### src/hw/rtl/gjs_pkg.sv
// Package for the Gauss-Jordan solver: fixed-point helpers, controller states
// and the command/status structs shared by the controller and the datapath.
// No dependencies.
package gjs_pkg;

	localparam logic signed [31:0] Q_MAX = 32'sh7fffffff;
	localparam logic signed [31:0] Q_MIN = 32'sh80000000;

	typedef enum logic [4:0] {
		ST_LOAD,
		ST_FWD_RD,       // read pivot of column i
		ST_FWD_CHK,      // test pivot of column i
		ST_SWP_SRCH,     // read row j column i
		ST_SWP_TEST,
		ST_SWP_RD,       // swap row i and row j, one column per pass
		ST_SWP_WR,
		ST_ELM_RD,       // read target and pivot in column c
		ST_ELM_DIV,      // run divider for the ratio
		ST_ELM_COL,      // read row p and row j at column z
		ST_ELM_MUL,
		ST_ELM_WR,
		ST_BWD_RD,
		ST_BWD_CHK,
		ST_FIN_RD,
		ST_FIN_DIV,
		ST_EMIT,
		ST_FAIL
	} gjs_state_t;

	typedef enum logic [2:0] {
		RD_NONE,
		RD_PIVOT,     // read store[a_row][a_col] into the pivot register
		RD_TARGET,    // read store[b_row][b_col] into the target register
		RD_PAIR       // read both a and b entries
	} gjs_rd_t;

	typedef struct packed {
		gjs_rd_t    rd;
		logic [4:0] a_row;
		logic [5:0] a_col;
		logic [4:0] b_row;
		logic [5:0] b_col;
		logic       div_start;    // start divider on target/pivot
		logic       neg_ratio;    // latch negated quotient as ratio
		logic       mul;          // product of pivot entry and ratio
		logic       wr_sum;       // write target + product to b
		logic       wr_zero;      // write zero to b
		logic       wr_swap;      // write a into b and b into a
		logic       load_wr;      // write load coefficient
		logic [4:0] load_row;
		logic [5:0] load_col;
	} gjs_cmd_t;

	typedef struct packed {
		logic pivot_zero;
		logic target_zero;
		logic div_done;
	} gjs_sts_t;

	function automatic logic signed [31:0] sat32(input logic signed [65:0] v);
		if (v > 66'sd2147483647)       return Q_MAX;
		else if (v < -66'sd2147483648) return Q_MIN;
		else                           return v[31:0];
	endfunction

endpackage

### src/hw/rtl/gjs_ctrl.sv
// Controller of the solver: load counter, elimination sequencer, solution
// buffer and output register. Commands gjs_datapath. Uses gjs_pkg.
module gjs_ctrl #(
	parameter int MAX_N = 8
) (
	input  logic               clk,
	input  logic               arst_n,
	input  logic               cfg_we,
	input  logic [3:0]         cfg_wdata,
	input  logic               in_valid,
	output logic               in_stall,
	input  gjs_pkg::gjs_sts_t  sts,
	input  logic signed [31:0] quo,
	output gjs_pkg::gjs_cmd_t  cmd,
	input  logic               out_stall,
	output logic               out_valid,
	output logic signed [31:0] solution_value,
	output logic [2:0]         solution_index,
	output logic               last_result,
	output logic               no_unique
);
	import gjs_pkg::*;

	gjs_state_t state_q, state_d;
	logic [3:0] size_q;
	logic [4:0] n;
	logic [4:0] ld_row_q, ld_col_q;
	logic [4:0] i_q, j_q, z_q, k_q;
	logic       bwd_q;
	logic signed [31:0] sol_q [MAX_N];
	logic       accept, ovld_q, ofail_q, oadv;
	logic       lastcoef;
	logic       start_q;
	logic       div_go;

	always_comb begin
		if (size_q == 4'd0) n = 5'd1;
		else if (32'(size_q) > MAX_N) n = 5'(MAX_N);
		else n = {1'b0, size_q};
	end

	assign in_stall = (state_q != ST_LOAD);
	assign accept   = in_valid && !in_stall;
	assign lastcoef = (ld_row_q == n - 5'd1) && (ld_col_q == n);
	assign oadv     = !ovld_q || !out_stall;

	always_comb begin
		state_d = state_q;
		unique case (state_q)
			ST_LOAD:     if (accept && lastcoef)
				state_d = (n == 5'd1) ? ST_BWD_RD : ST_FWD_RD;
			ST_FWD_RD:   state_d = ST_FWD_CHK;
			ST_FWD_CHK:  state_d = sts.pivot_zero ? ST_SWP_SRCH : ST_ELM_RD;
			ST_SWP_SRCH: state_d = (j_q >= n) ? ST_FAIL : ST_SWP_TEST;
			ST_SWP_TEST: state_d = sts.target_zero ? ST_SWP_SRCH : ST_SWP_RD;
			ST_SWP_RD:   state_d = ST_SWP_WR;
			ST_SWP_WR:   state_d = (z_q == n) ? ST_FWD_RD : ST_SWP_RD;
			ST_ELM_RD:   state_d = ST_ELM_DIV;
			ST_ELM_DIV:  if (sts.div_done) state_d = ST_ELM_COL;
			ST_ELM_COL:  state_d = ST_ELM_MUL;
			ST_ELM_MUL:  state_d = ST_ELM_WR;
			ST_ELM_WR: begin
				if (z_q != n) state_d = ST_ELM_COL;
				else if (!bwd_q) begin
					if (j_q + 5'd1 < n) state_d = ST_ELM_RD;
					else if (i_q + 5'd2 < n) state_d = ST_FWD_RD;
					else state_d = ST_BWD_RD;
				end else begin
					if (j_q + 5'd1 < i_q) state_d = ST_ELM_RD;
					else state_d = ST_BWD_RD;
				end
			end
			ST_BWD_RD:   state_d = ST_BWD_CHK;
			ST_BWD_CHK: begin
				if (i_q == 5'd0) state_d = ST_FIN_RD;
				else if (sts.pivot_zero) state_d = ST_FAIL;
				else state_d = ST_ELM_RD;
			end
			ST_FIN_RD:   state_d = ST_FIN_DIV;
			ST_FIN_DIV: begin
				if (sts.pivot_zero) state_d = ST_FAIL;
				else if (sts.div_done)
					state_d = (k_q + 5'd1 == n) ? ST_EMIT : ST_FIN_RD;
			end
			ST_EMIT, ST_FAIL:
				if (oadv && k_q + 5'd1 == n) state_d = ST_LOAD;
			default:     state_d = ST_LOAD;
		endcase
	end

	// commands per state; in the backward pass the pivot row i_q counts down, and at row 0 the final divides start
	always_comb begin
		cmd = '0;
		cmd.div_start = div_go;
		cmd.load_row = ld_row_q;
		cmd.load_col = {1'b0, ld_col_q};
		unique case (state_q)
			ST_LOAD: cmd.load_wr = accept;
			ST_FWD_RD, ST_BWD_RD: begin
				cmd.rd = RD_PIVOT; cmd.a_row = i_q; cmd.a_col = {1'b0, i_q};
			end
			ST_FWD_CHK, ST_BWD_CHK: ;
			ST_SWP_SRCH: begin
				cmd.rd = RD_TARGET; cmd.b_row = j_q; cmd.b_col = {1'b0, i_q};
			end
			ST_SWP_TEST: ;
			ST_SWP_RD: begin
				cmd.rd = RD_PAIR;
				cmd.a_row = i_q; cmd.a_col = {1'b0, z_q};
				cmd.b_row = j_q; cmd.b_col = {1'b0, z_q};
			end
			ST_SWP_WR: begin
				cmd.wr_swap = 1'b1;
				cmd.a_row = i_q; cmd.a_col = {1'b0, z_q};
				cmd.b_row = j_q; cmd.b_col = {1'b0, z_q};
			end
			ST_ELM_RD: begin
				cmd.rd = RD_PAIR;
				cmd.a_row = i_q; cmd.a_col = {1'b0, i_q};
				cmd.b_row = j_q; cmd.b_col = {1'b0, i_q};
			end
			ST_ELM_DIV: begin
				cmd.neg_ratio = sts.div_done;
			end
			ST_ELM_COL: begin
				cmd.rd = RD_PAIR;
				cmd.a_row = i_q; cmd.a_col = {1'b0, z_q};
				cmd.b_row = j_q; cmd.b_col = {1'b0, z_q};
			end
			ST_ELM_MUL: cmd.mul = 1'b1;
			ST_ELM_WR: begin
				cmd.b_row = j_q; cmd.b_col = {1'b0, z_q};
				if (z_q == i_q) cmd.wr_zero = 1'b1;
				else cmd.wr_sum = 1'b1;
			end
			ST_FIN_RD: begin
				cmd.rd = RD_PAIR;
				cmd.a_row = k_q; cmd.a_col = {1'b0, k_q};
				cmd.b_row = k_q; cmd.b_col = {1'b0, n};
			end
			ST_FIN_DIV, ST_EMIT, ST_FAIL: ;
			default: ;
		endcase
	end

	// divider start is registered from the read state and pulses once the operands are latched
	always_ff @(posedge clk or negedge arst_n) begin
		if (!arst_n) start_q <= 1'b0;
		else start_q <= (state_q == ST_ELM_RD) || (state_q == ST_FIN_RD);
	end

	assign div_go = start_q && !((state_q == ST_FIN_DIV) && sts.pivot_zero);

	always_ff @(posedge clk or negedge arst_n) begin
		if (!arst_n) begin
			state_q  <= ST_LOAD;
			size_q   <= 4'd8;
			ld_row_q <= '0;
			ld_col_q <= '0;
			i_q      <= '0;
			j_q      <= '0;
			z_q      <= '0;
			k_q      <= '0;
			bwd_q    <= 1'b0;
			ovld_q   <= 1'b0;
			ofail_q  <= 1'b0;
		end else begin
			state_q <= state_d;
			if (cfg_we) begin
				size_q   <= cfg_wdata;
				ld_row_q <= '0;
				ld_col_q <= '0;
			end else if (accept) begin
				if (ld_col_q == n) begin
					ld_col_q <= '0;
					ld_row_q <= lastcoef ? 5'd0 : ld_row_q + 5'd1;
				end else ld_col_q <= ld_col_q + 5'd1;
			end
			if (oadv) ovld_q <= (state_q == ST_EMIT) || (state_q == ST_FAIL);
			unique case (state_q)
				ST_LOAD: if (accept && lastcoef) begin
					i_q   <= 5'd0;
					bwd_q <= (n == 5'd1);
					k_q   <= '0;
				end
				ST_FWD_RD: ;
				ST_FWD_CHK: begin
					j_q <= i_q + 5'd1;
				end
				ST_SWP_SRCH: if (j_q >= n) k_q <= '0;
				ST_SWP_TEST: begin
					if (sts.target_zero) j_q <= j_q + 5'd1;
					else z_q <= '0;
				end
				ST_SWP_RD: ;
				ST_SWP_WR: z_q <= z_q + 5'd1;
				ST_ELM_RD: z_q <= '0;
				ST_ELM_DIV: ;
				ST_ELM_COL: ;
				ST_ELM_MUL: ;
				ST_ELM_WR: begin
					if (z_q != n) z_q <= z_q + 5'd1;
					else begin
						z_q <= '0;
						if (!bwd_q) begin
							if (j_q + 5'd1 < n) j_q <= j_q + 5'd1;
							else if (i_q + 5'd2 < n) i_q <= i_q + 5'd1;
							else begin
								bwd_q <= 1'b1;
								i_q   <= n - 5'd1;
							end
						end else begin
							if (j_q + 5'd1 < i_q) j_q <= j_q + 5'd1;
							else i_q <= i_q - 5'd1;
						end
					end
				end
				ST_BWD_RD: ;
				ST_BWD_CHK: begin
					j_q <= '0;
					k_q <= '0;
				end
				ST_FIN_RD: ;
				ST_FIN_DIV: begin
					if (sts.pivot_zero) k_q <= '0;
					else if (sts.div_done) begin
						sol_q[k_q[$clog2(MAX_N)-1:0]] <= quo;
						k_q <= (k_q + 5'd1 == n) ? 5'd0 : k_q + 5'd1;
					end
				end
				ST_EMIT, ST_FAIL: if (oadv) begin
					ofail_q <= (state_q == ST_FAIL);
					solution_value <= (state_q == ST_FAIL) ? '0 :
						sol_q[k_q[$clog2(MAX_N)-1:0]];
					solution_index <= k_q[2:0];
					last_result    <= (k_q + 5'd1 == n);
					k_q <= (k_q + 5'd1 == n) ? 5'd0 : k_q + 5'd1;
				end
				default: ;
			endcase
		end
	end

	assign out_valid = ovld_q;
	assign no_unique = ofail_q;

`ifndef SYNTHESIS
	a_stall_load: assert property (@(posedge clk) disable iff (!arst_n)
		(state_q == ST_LOAD) |-> !in_stall) else $error("load stalled");
	a_out_hold: assert property (@(posedge clk) disable iff (!arst_n)
		(out_valid && out_stall) |=> (out_valid && $stable(solution_value)))
		else $error("output not held");
	a_no_input_busy: assert property (@(posedge clk) disable iff (!arst_n)
		(state_q != ST_LOAD) |-> !accept) else $error("accept while busy");
`endif
endmodule

### config.mk
export PLATFORM = sky130hd
export DESIGN_NAME = gjs_ctrl
export DESIGN_NICKNAME = d
export VERILOG_FILES = /design/src/hw/rtl/gjs_pkg.sv /design/src/hw/rtl/gjs_ctrl.sv
export SDC_FILE = /design/constraint.sdc
export NUM_CORES = 1
export LEC_CHECK = 0
export BUFFER_PORTS_ARGS = -buffer_cell sky130_fd_sc_hd__buf_2
export CAP_MARGIN = 20
export CORE_ASPECT_RATIO = 1.75
export CORE_MARGIN = 8
export CORE_UTILIZATION = 50
export CTS_CLUSTER_DIAMETER = 60
export DETAILED_ROUTE_END_ITERATION = 10
export GPL_ROUTABILITY_DRIVEN = 0
export PLACE_DENSITY = 0.69
export SLEW_MARGIN = 20
export SYNTH_ARGS = -nofsm -noshare
export SYNTH_HDL_FRONTEND = slang
export SYNTH_SLANG_ARGS = --single-unit
### constraint.sdc
create_clock -name clk -period 7 [get_ports clk]
set_input_delay 0.35 -clock clk [delete_from_list [all_inputs] [get_ports clk]]
set_output_delay 0.35 -clock clk [all_outputs]
set_load 0.005 [all_outputs]
## Yosys cells after proc, flatten, opt, wreduce, memory -nomap -nowiden

Memory sizes are Yosys's and may differ from the RTL's. A register that Yosys moved wholly into a read port is not among the register bits.
Index checks and enable logic that the tools add are counted.

- Register bits: 47
- RAM bits: 256
- Input port bits: 44
- Output and inout bits: 82
- Word-level logic and storage cells: 176
- Memories kept: 1

Memory list:

| name | words | width | rd ports | clocked after Yosys merged registers in | wr ports | line | source |
|---|---|---|---|---|---|---|---|
| sol_q | 8 | 32 | 1 | 1 | 1 | gjs_ctrl.sv:30 | `logic signed [31:0] sol_q [MAX_N];` |

- Add/subtract/negate cells: 9
- Magnitude comparators: 5
- Eq/ne operators: 37
- Muxes and demuxes: 70
- Reduce and logical (&&, ||, !) cells: 40

Operators with widths:

| cell | count |
|---|---|
| two-way mux 5 bit | 37 |
| one-hot mux 5 bit (17 select lines) | 1 |
| one-hot mux 11 bit (3 select lines) | 2 |
| == test 5 x 4 -> 1 bit, second input constant | 8 |
| one-hot mux 5 bit (4 select lines) | 2 |
| adder 5 x 1 -> 5 bit, second input constant | 6 |
| == test 5 bit | 5 |
| one-hot mux 5 bit (5 select lines) | 1 |
| == test 5 x 3 -> 1 bit, second input constant | 4 |
| two-way mux 4 bit | 5 |
| inequality test 2 bit, second input constant | 8 |
| less-than comparator 5 bit | 3 |
| two-way mux 1 bit | 15 |
| inequality test 3 bit, second input constant | 5 |
| AND reduction 5 bit | 3 |
| == test 5 x 1 -> 1 bit, second input constant | 2 |
| == test 5 x 2 -> 1 bit, second input constant | 2 |
| == test 5 bit, second input constant | 2 |
| zero test 5 bit | 2 |
| one-hot mux 5 bit (2 select lines) | 1 |
| nonzero test 5 bit | 2 |
| subtractor 5 x 1 -> 5 bit, second input constant | 2 |
| two-way mux 3 bit | 3 |
| nonzero test 4 bit | 2 |
| other kinds (18) | 38 |

## Depth between registers and ports, before layout

Gate-level depths: netlist of run 1.

- Depth after elaboration: 10
- Gate-level depth with buffers: 12
- Mapped depth without buffers: 10

## Least setup slack after synthesis of run 1

No wires, ideal clock.

- Path kind: register to register
- From: register state_q[3]
- To: memory sol_q[1][0], enable pin
- Setup time: 461 ps
- Arrival: 3528 ps
- Required time: 6539 ps
- Slack: 3011 ps
- Stages on the path, launching flop included: 6
- Path buffers: 1
- Period minus slack after synthesis: 3989 ps
- Cell sequence: dfrtp_1 -> clkbuf_1 -> nand2_1 -> nor3_1 -> nand4_1 -> nor3_1

- Longest elaborated chain between the ends: 4

RTL lines:

| item | line | source |
|---|---|---|
| from (decl) | gjs_ctrl.sv:24 | `gjs_state_t state_q, state_d;` |
| from (signal assigned) | gjs_ctrl.sv:168 | `state_q <= state_d;` |
| == test 5 x 4 -> 1 bit | gjs_ctrl.sv:180 | `unique case (state_q)` |
| two-way mux 1 bit | gjs_ctrl.sv:180 |  |
| logical AND 1 bit (implied by the code) | gjs_ctrl.sv:227 | `sol_q[k_q[$clog2(MAX_N)-1:0]] <= quo;` |
| two-way mux 1 bit (implied by the code) | gjs_ctrl.sv:227 |  |
| to (decl) | gjs_ctrl.sv:30 |  |

Every way passes these cells.

## Final worst setup path of run 1

- From: register state_q[2]
- To: memory sol_q[0][1], enable pin

Same word-level chain as after synthesis.

==> run_results.csv, run 1 <==
group,metric,value,unit
cells_and_area,area.growth.synth_to_final,12.62,%
routing,detail_route.vias_per_cell,5.981,
power_and_ir_drop,p_per_area,312.2,nW/um^2
cells_and_area,num-nets-final,1150,
routing,route.antenna.remaining_nets,0,
sta,final_hold_viol_count,0,
sta,rsz0062_at_grt,"false",
yosys,post_synth_instance_area,15070,sq um
floorplan,initial_core_util,50.47,%
global_routing,maximum_number_of_pins_on_one_net_before_global_route_repair,66,
sta,slew_at_the_pin_with_the_worst_max_slew_slack,1.063,ns
sta,post-route-period-util,58.39,%
setup_path,crit_family,"simple AND/OR/NAND/NOR gates",
yosys,largest_area_contributor_in_the_synthesized_netlist,"edfxtp_1",
yosys,syn_area_per_cell,15.50,sq um
clock_tree,cts_made_buffers,29,
setup_path,timing.setup.critical_path_class,"reg2reg",
clock_tree,cts_post_setup_buffers_inserted,0,
routing,routed-wl-met3,1950,um
cells_and_area,multiInputGateArea,4892,sq um
yosys,synth_top_area_share,58.20,%
clock_tree,htreeDepth,1,
yosys,ys_async_sr_fraction,12.84,%
routing,highest_layer,"met4",
setup_path,count_of_buffer_and_inverter_cells_on_the_critical_path,1,
routing,drt_wl_total,34100,um
yosys,postSynthCellCount,972,
yosys,synth-seq-cells,335,
global_routing,first_pass_grt_wire_length,53440,um
clock_tree,cts_tree,"yes",
clock_tree,maximum_clock_path_buffer_count,3,
setup_path,crit_path_cell_trace,"nand3b_1, nor3_1, nand4b_1, nor3_2, buf_4",
floorplan,floorplan_core_area,29850,sq um
yosys,ys_seq_area_share,65.35,%
place,placed_cells_incl_taps,1431,
sta,finalWorstPathRequiredPeriod,4.087,ns
sta,setup_total_negative_slack,0,ns
global_routing,grt_use_total,18.90,%
place,post-dp-hpwl,22460,um
routing,met2RoutedLength,18560,um
setup_path,startpoint_type,"flop",
setup_path,timing.critical_path.slowest_stage_cell,"nor3_2",
yosys,yosys.cell_types.count,80,
clock_tree,cts.repair.resized,0,
sta,setup-violations-final,0,
cells_and_area,layout-drive-gt1-share,24.86,%
floorplan,dieArea,36160,sq um
clock_tree,clock_slew_at_reported_path_ffs,0.07,ns
clock_tree,cts_root_buffer,"clkbuf_16",
setup_path,crit_path_end_kind,"flop",
floorplan,row_count,84,
place,numPortBuffers,121,
cells_and_area,finalNonFillerCells,1490,
floorplan,design.portCount,126,
floorplan,die_h,245.6,um
clock_tree,cts_sinks,335,
routing,drc_errors,0,
yosys,yosys-top-cells-area,"edfxtp_1 58%, mux4_2 9.6%, dfrtp_1 7.0%",
routing,wl_per_cell,22.89,um
power_and_ir_drop,vdd_drop_max,215.6,uV
worst_hold_path,worstHoldPathType,"in2reg",
clock_tree,insertion_delay,0.56,ns
clock_tree,holdBufCountCts,2,
cells_and_area,ff_latch_area,9854,sq um
routing,via_count,8911,
setup_path,data_arrival_time_at_the_worst_slack_endpoint,4.29,ns
cells_and_area,number_of_fill_cells,2392,
routing,dr.first_iter.drc_count,534,
sta,finClkSkew,0.02709,ns
yosys,synth_warnings,0,
global_routing,grt_antenna_before_repair,2,
sta,worst_slew_slack_as_a_fraction_of_its_limit,28.84,%
sta,timing_max_transition_violations_final,0,
global_routing,grt_pass1_vias,9462,
routing,drt_first_pass_iters,6,
yosys,count_of_flip_flops_with_a_built_in_enable_after_synthesis,292,
floorplan,die_w,147.2,um
run,max-cap-violations,0,
routing,drt-met1-wl,12310,um
setup_path,critical_path.max_stage_delay,0.81,ns
setup_path,worst-path-max-fanout,23,
power_and_ir_drop,power.leakage,5.894,nW
outcome,run_status,"completed",
sta,clock.fmax,0.2447,GHz
setup_path,critPathRequiredTime,7.20,ns
yosys,dominantRegCellSynth,"edfxtp_1",
global_routing,grt-ovfl-total,0,
## sequential cells by signal, summed over array words and instances (netlist names)
register        flops
out_valid           1
i_q                 5
size_q              4
last_result         1
state_q             5
solution_index      3
solution_value     32
no_unique           1
j_q                 5
k_q                 5
z_q                 5
start_q             1
ld_col_q            5
sol_q             256
bwd_q               1
ld_row_q            5
## worst register-to-register path, delay by kind of cell (launching register included)
family,cells,cell delay (ns)
AND/OR/NAND/NOR,4,2.44
buffers and inverters,1,0.50
flip-flops,1,0.76
## metrics by stage
stage	setup slack [ns]	power (W)	hold slack [ns]	instance area [sq um]	util, %
final	2.913	0.005296	0.02652	16970	56.84
after global routing	2.658	0.005551	0.02660	16960	56.83
after CTS	2.962	0.005327	0.0003388	16920	56.69
after detailed placement	3.001	0.003808	0.4888	16010	53.64
after global placement	3.117	0.003790	0.4875	16010	53.64
after floorplan	3.011	0.003424	0.05441	15080	-
## layout by cell type (no fill, tap or decap), types with 11 or more instances in the layout
cell type	instances
nand2_1	46
buf_2	121
a211oi_1	11
ha_1	27
nand3_1	26
nor2_1	61
a21oi_1	23
nor2b_1	12
xnor2_1	16
clkinv_1	11
inv_1	26
mux2i_1	40
mux4_2	64
o21ai_0	29
edfxtp_1	292
clkbuf_16	29
dfrtp_1	39
a22o_1	15
## cell usage after synthesis, drive strengths merged (24+ instances only)
master and instances:
clkbuf 35, mux2i 40, nor2 69, o21ai 29, inv 28, dfrtp 42
nand2 46, ha 27, buf 26, nand3 26, edfxtp 292, a21oi 24
mux4 64
## area by class of cell
type	instances	share of cell area (%)
Inverter	29	0.6416
Tap cell	387	2.854
Clock buffer	37	4.454
Multi-Input combinational cell	550	28.83
Timing Repair Buffer	134	4.322
Sequential cell	335	58.08
Antenna cell	1	0.01475
Clock inverter	17	0.7965
## worst paths after layout
| check | startpoint | to | slack [ns] | cells past startpoint |
|---|---|---|---|---|
| worst max-delay path | state_q[2] | sol_q[0][1] | 2.91 | 5 |
| worst min-delay path | cfg_wdata[3] | size_q[3] | 0.03 | 3 |
| worst max register to register | state_q[2] | sol_q[0][1] | 2.91 | 5 |
| worst min register to register | no_unique | no_unique | 0.52 | 1 |
| max in group asynchronous | arst_n | k_q[2] | 6.09 | 3 |
| min in group asynchronous | arst_n | ld_col_q[4] | 0.42 | 3 |
## power breakdown
| group | internal [W] | leakage, nW | total [W] | switching, W |
|---|---|---|---|---|
| clock network | 0.000836 | 0.420 | 0.00152 | 0.000682 |
| logic | 0.000604 | 2.30 | 0.00133 | 0.000726 |
| registers | 0.00225 | 3.17 | 0.00245 | 0.000195 |
## logic make-up (layout without fill, tap and decap cells)
family | after synthesis | after routing | share of synthesized area (%)
other | 1 | 5 | 0.02489
AND/OR/NAND/NOR | 221 | 221 | 7.217
adder cells (fa/ha/maj) | 27 | 27 | 2.242
XOR/XNOR | 26 | 26 | 1.603
AO/OA/AOI/OAI | 159 | 159 | 7.981
multiplexers | 113 | 113 | 12.92
flip-flops | 335 | 335 | 65.35
buffers and inverters | 90 | 217 | 2.658
## routing by layer
| metal | up-vias | GRT usage (%) |
|---|---|---|
| met2 | 311 | 35.33 |
| met3 | 80 | 3.335 |
| met5 | - | 0 |
| li1 | 4034 | - |
| met4 | 0 | 8.436 |
| met1 | 4486 | 20.30 |
(Power assumes the default switching activity.)
==> run 2: changes to the inputs <==
==> constraint.sdc (replaced) <==
create_clock -name clk -period 4.3 [get_ports clk]
set_input_delay 0.215 -clock clk [delete_from_list [all_inputs] [get_ports clk]]
set_output_delay 0.215 -clock clk [all_outputs]
set_load 0.005 [all_outputs]
==> run 2 against run 1 <==
Net effect:
- setup slack lost 2.1 ns
- register-to-register slack lost 2.1 ns
- core utilization up 1.6 points
- fmax is 18% higher
- largest cell class unchanged
==> run_results.csv, run 2 (synthesized netlist as in run 1, its figures left out) <==
group,metric,value,unit
clock_tree,cts_root_buffer,"clkbuf_16",
routing,drc_errors,0,
floorplan,row_count,84,
setup_path,worst_r2r_startpoint,"size_q[2]",
setup_path,critical_path.max_stage_delay,0.53,ns
cells_and_area,layout.cells.most_common_list,"292 x edfxtp_1, 121 x buf_2, 64 x mux4_2",
setup_path,startpoint_type,"flop",
clock_tree,cts_sinks,335,
sta,final_hold_viol_count,0,
sta,fin_hold_ws,0.1561,ns
setup_path,critPathRequiredTime,4.73,ns
floorplan,initial_core_util,50.47,%
clock_tree,maximum_clock_path_buffer_count,3,
clock_tree,cts.repair.resized,0,
floorplan,die_h,245.6,um
sta,timing_max_transition_violations_final,0,
routing,drt-met1-wl,12990,um
sta,finClkSkew,0.01831,ns
setup_path,crit_path_end_kind,"flop",
setup_path,worst-path-max-fanout,11,
cells_and_area,final_common_cell,"edfxtp_1",
routing,route.antenna.remaining_nets,0,
routing,highest_layer,"met4",
global_routing,grt-ovfl-total,0,
power_and_ir_drop,vdd_drop_max,395.0,uV
cells_and_area,largest_reg_flops,256,
global_routing,first_pass_grt_wire_length,55620,um
setup_path,crit_path_cell_trace,"o21ba_2, nor2_1, inv_1, ha_1, xnor3_1, a2111oi_4, and3_1, nor2_1, mux2_1",
power_and_ir_drop,p_per_area,504.8,nW/um^2
routing,detail_route.vias_per_cell,5.934,
routing,drt_wl_total,35630,um
run,max-cap-violations,0,
setup_path,critPathMostFrequentCell,"nor2_1",
sta,post-route-period-util,80.45,%
routing,routed-wl-met3,2038,um
outcome,run_status,"completed",
power_and_ir_drop,p_total,0.008808,W
floorplan,floorplan_core_area,29850,sq um
sta,slew_at_the_pin_with_the_worst_max_slew_slack,1.047,ns
cells_and_area,layout-drive-gt1-share,25.22,%
routing,met2RoutedLength,18910,um
routing,dr.first_iter.drc_count,664,
floorplan,die_w,147.2,um
global_routing,grt_antenna_before_repair,0,
routing,drt_first_pass_iters,7,
routing,via_count,9120,
cells_and_area,antenna_cells,0,
clock_tree,clock_slew_at_reported_path_ffs,0.07,ns
setup_path,timing.critical_path.slowest_stage_cell,"dfrtp_1",
sta,setup-violations-final,0,
setup_path,worst-r2r-setup-slack,0.84,ns
sta,rsz0062_at_grt,"false",
global_routing,grt_pass1_vias,9671,
worst_hold_path,worstHoldPathType,"in2async",
sta,setup_total_negative_slack,0,ns
sta,finalWorstPathRequiredPeriod,3.459,ns
place,post-dp-hpwl,22390,um
sta,clock.fmax,0.2891,GHz
cells_and_area,num-nets-final,1197,
floorplan,design.portCount,126,
setup_path,crit-reg2reg-capture,"i_q[1]",
clock_tree,htreeDepth,1,
routing,wl_per_cell,23.18,um
setup_path,data_arrival_time_at_the_worst_slack_endpoint,3.89,ns
clock_tree,insertion_delay,0.56,ns
setup_path,timing.setup.critical_path_class,"reg2reg",
floorplan,dieArea,36160,sq um
global_routing,grt_use_total,19.82,%
place,numPortBuffers,121,
cells_and_area,area.growth.synth_to_final,15.80,%
global_routing,maximum_number_of_pins_on_one_net_before_global_route_repair,76,
sta,worst_slew_slack_as_a_fraction_of_its_limit,30.18,%
clock_tree,cts_made_buffers,30,
power_and_ir_drop,power.leakage,6.127,nW
clock_tree,cts_tree,"yes",
setup_path,worst-r2r-cell-count,9,
run 2: changes by cell type in the layout (fill, tap and decap cells not counted), moves of 2 or more:
cell	before	now
clkinv_1	11	5
buf_4	9	18
clkinv_2	0	7
clkbuf_16	29	31
dlygate4sd3_1	2	40
run 2: power breakdown:
group,total (W),internal [W],switching (W)
Clock,0.00258,0.00144,0.00114
Combinational,0.00233,0.00103,0.00129
Sequential,0.00390,0.00367,0.000229
Total,0.00881,0.00614,0.00266
run 2: worst max-delay path by stage:
stage / start / to / slack, ns / cells past startpoint
after global routing: size_q[2] / i_q[1] / 0.71 / 9
after detailed placement: size_q[2] / i_q[1] / 0.89 / 9
final: size_q[2] / i_q[1] / 0.84 / 9
after global placement: size_q[2] / i_q[1] / 1.01 / 9
after floorplan: state_q[3] / sol_q[1][0] / 0.31 / 5
after CTS: size_q[2] / i_q[1] / 0.88 / 9
run 2: metal layers:
layer  vias to the layer above  GRT usage [%]
li1                       4124              -
met1                      4577          21.71
met2                       320          36.15
met3                        99          3.482
met4                         0          9.882
met5                         -              0
run 2: final cells by class:
| cell class | count | area, sq um |
|---|---|---|
| repair buffers | 180 | 1161 |
| fillers | 2351 | 12400 |
| clock inverters | 18 | 146.4 |
| flip-flops and latches | 335 | 9854 |
| clock buffers | 38 | 802.0 |
| well taps | 387 | 484.2 |
| multi-input cells | 550 | 4890 |
| inverters | 29 | 108.9 |
run 2: repair_timing:
item / in CTS / in global routing
endpoints found under the hold margin: 283 / 0
setup endpoints to repair: 0 / 0
setup buffers: 0 / 0
hold buffers: 40 / 0
run 2: metrics by stage:
step	cell area, sq um	utilization, %	std cells	worst slack [ns]
2_1_floorplan	15080	-	975	0.3110
3_3_place_gp	16100	53.93	1441	1.014
3_5_place_dp	16100	53.93	1441	0.8941
4_1_cts	17450	58.45	1537	0.8826
5_1_grt	17450	58.45	1537	0.7102
6_report	17450	58.45	1537	0.8408
run 2: critical path, delay by kind of cell (launching register included):
family                     cells  cell delay (ns)
AOI/OAI and AO/OA              2             0.67
xor gates and xnor gates       1             0.40
adders and majority gates      1             0.30
buffers and inverters          1             0.13
DFF                            1             0.53
muxes                          1             0.33
and+or+nand+nor                3             0.98
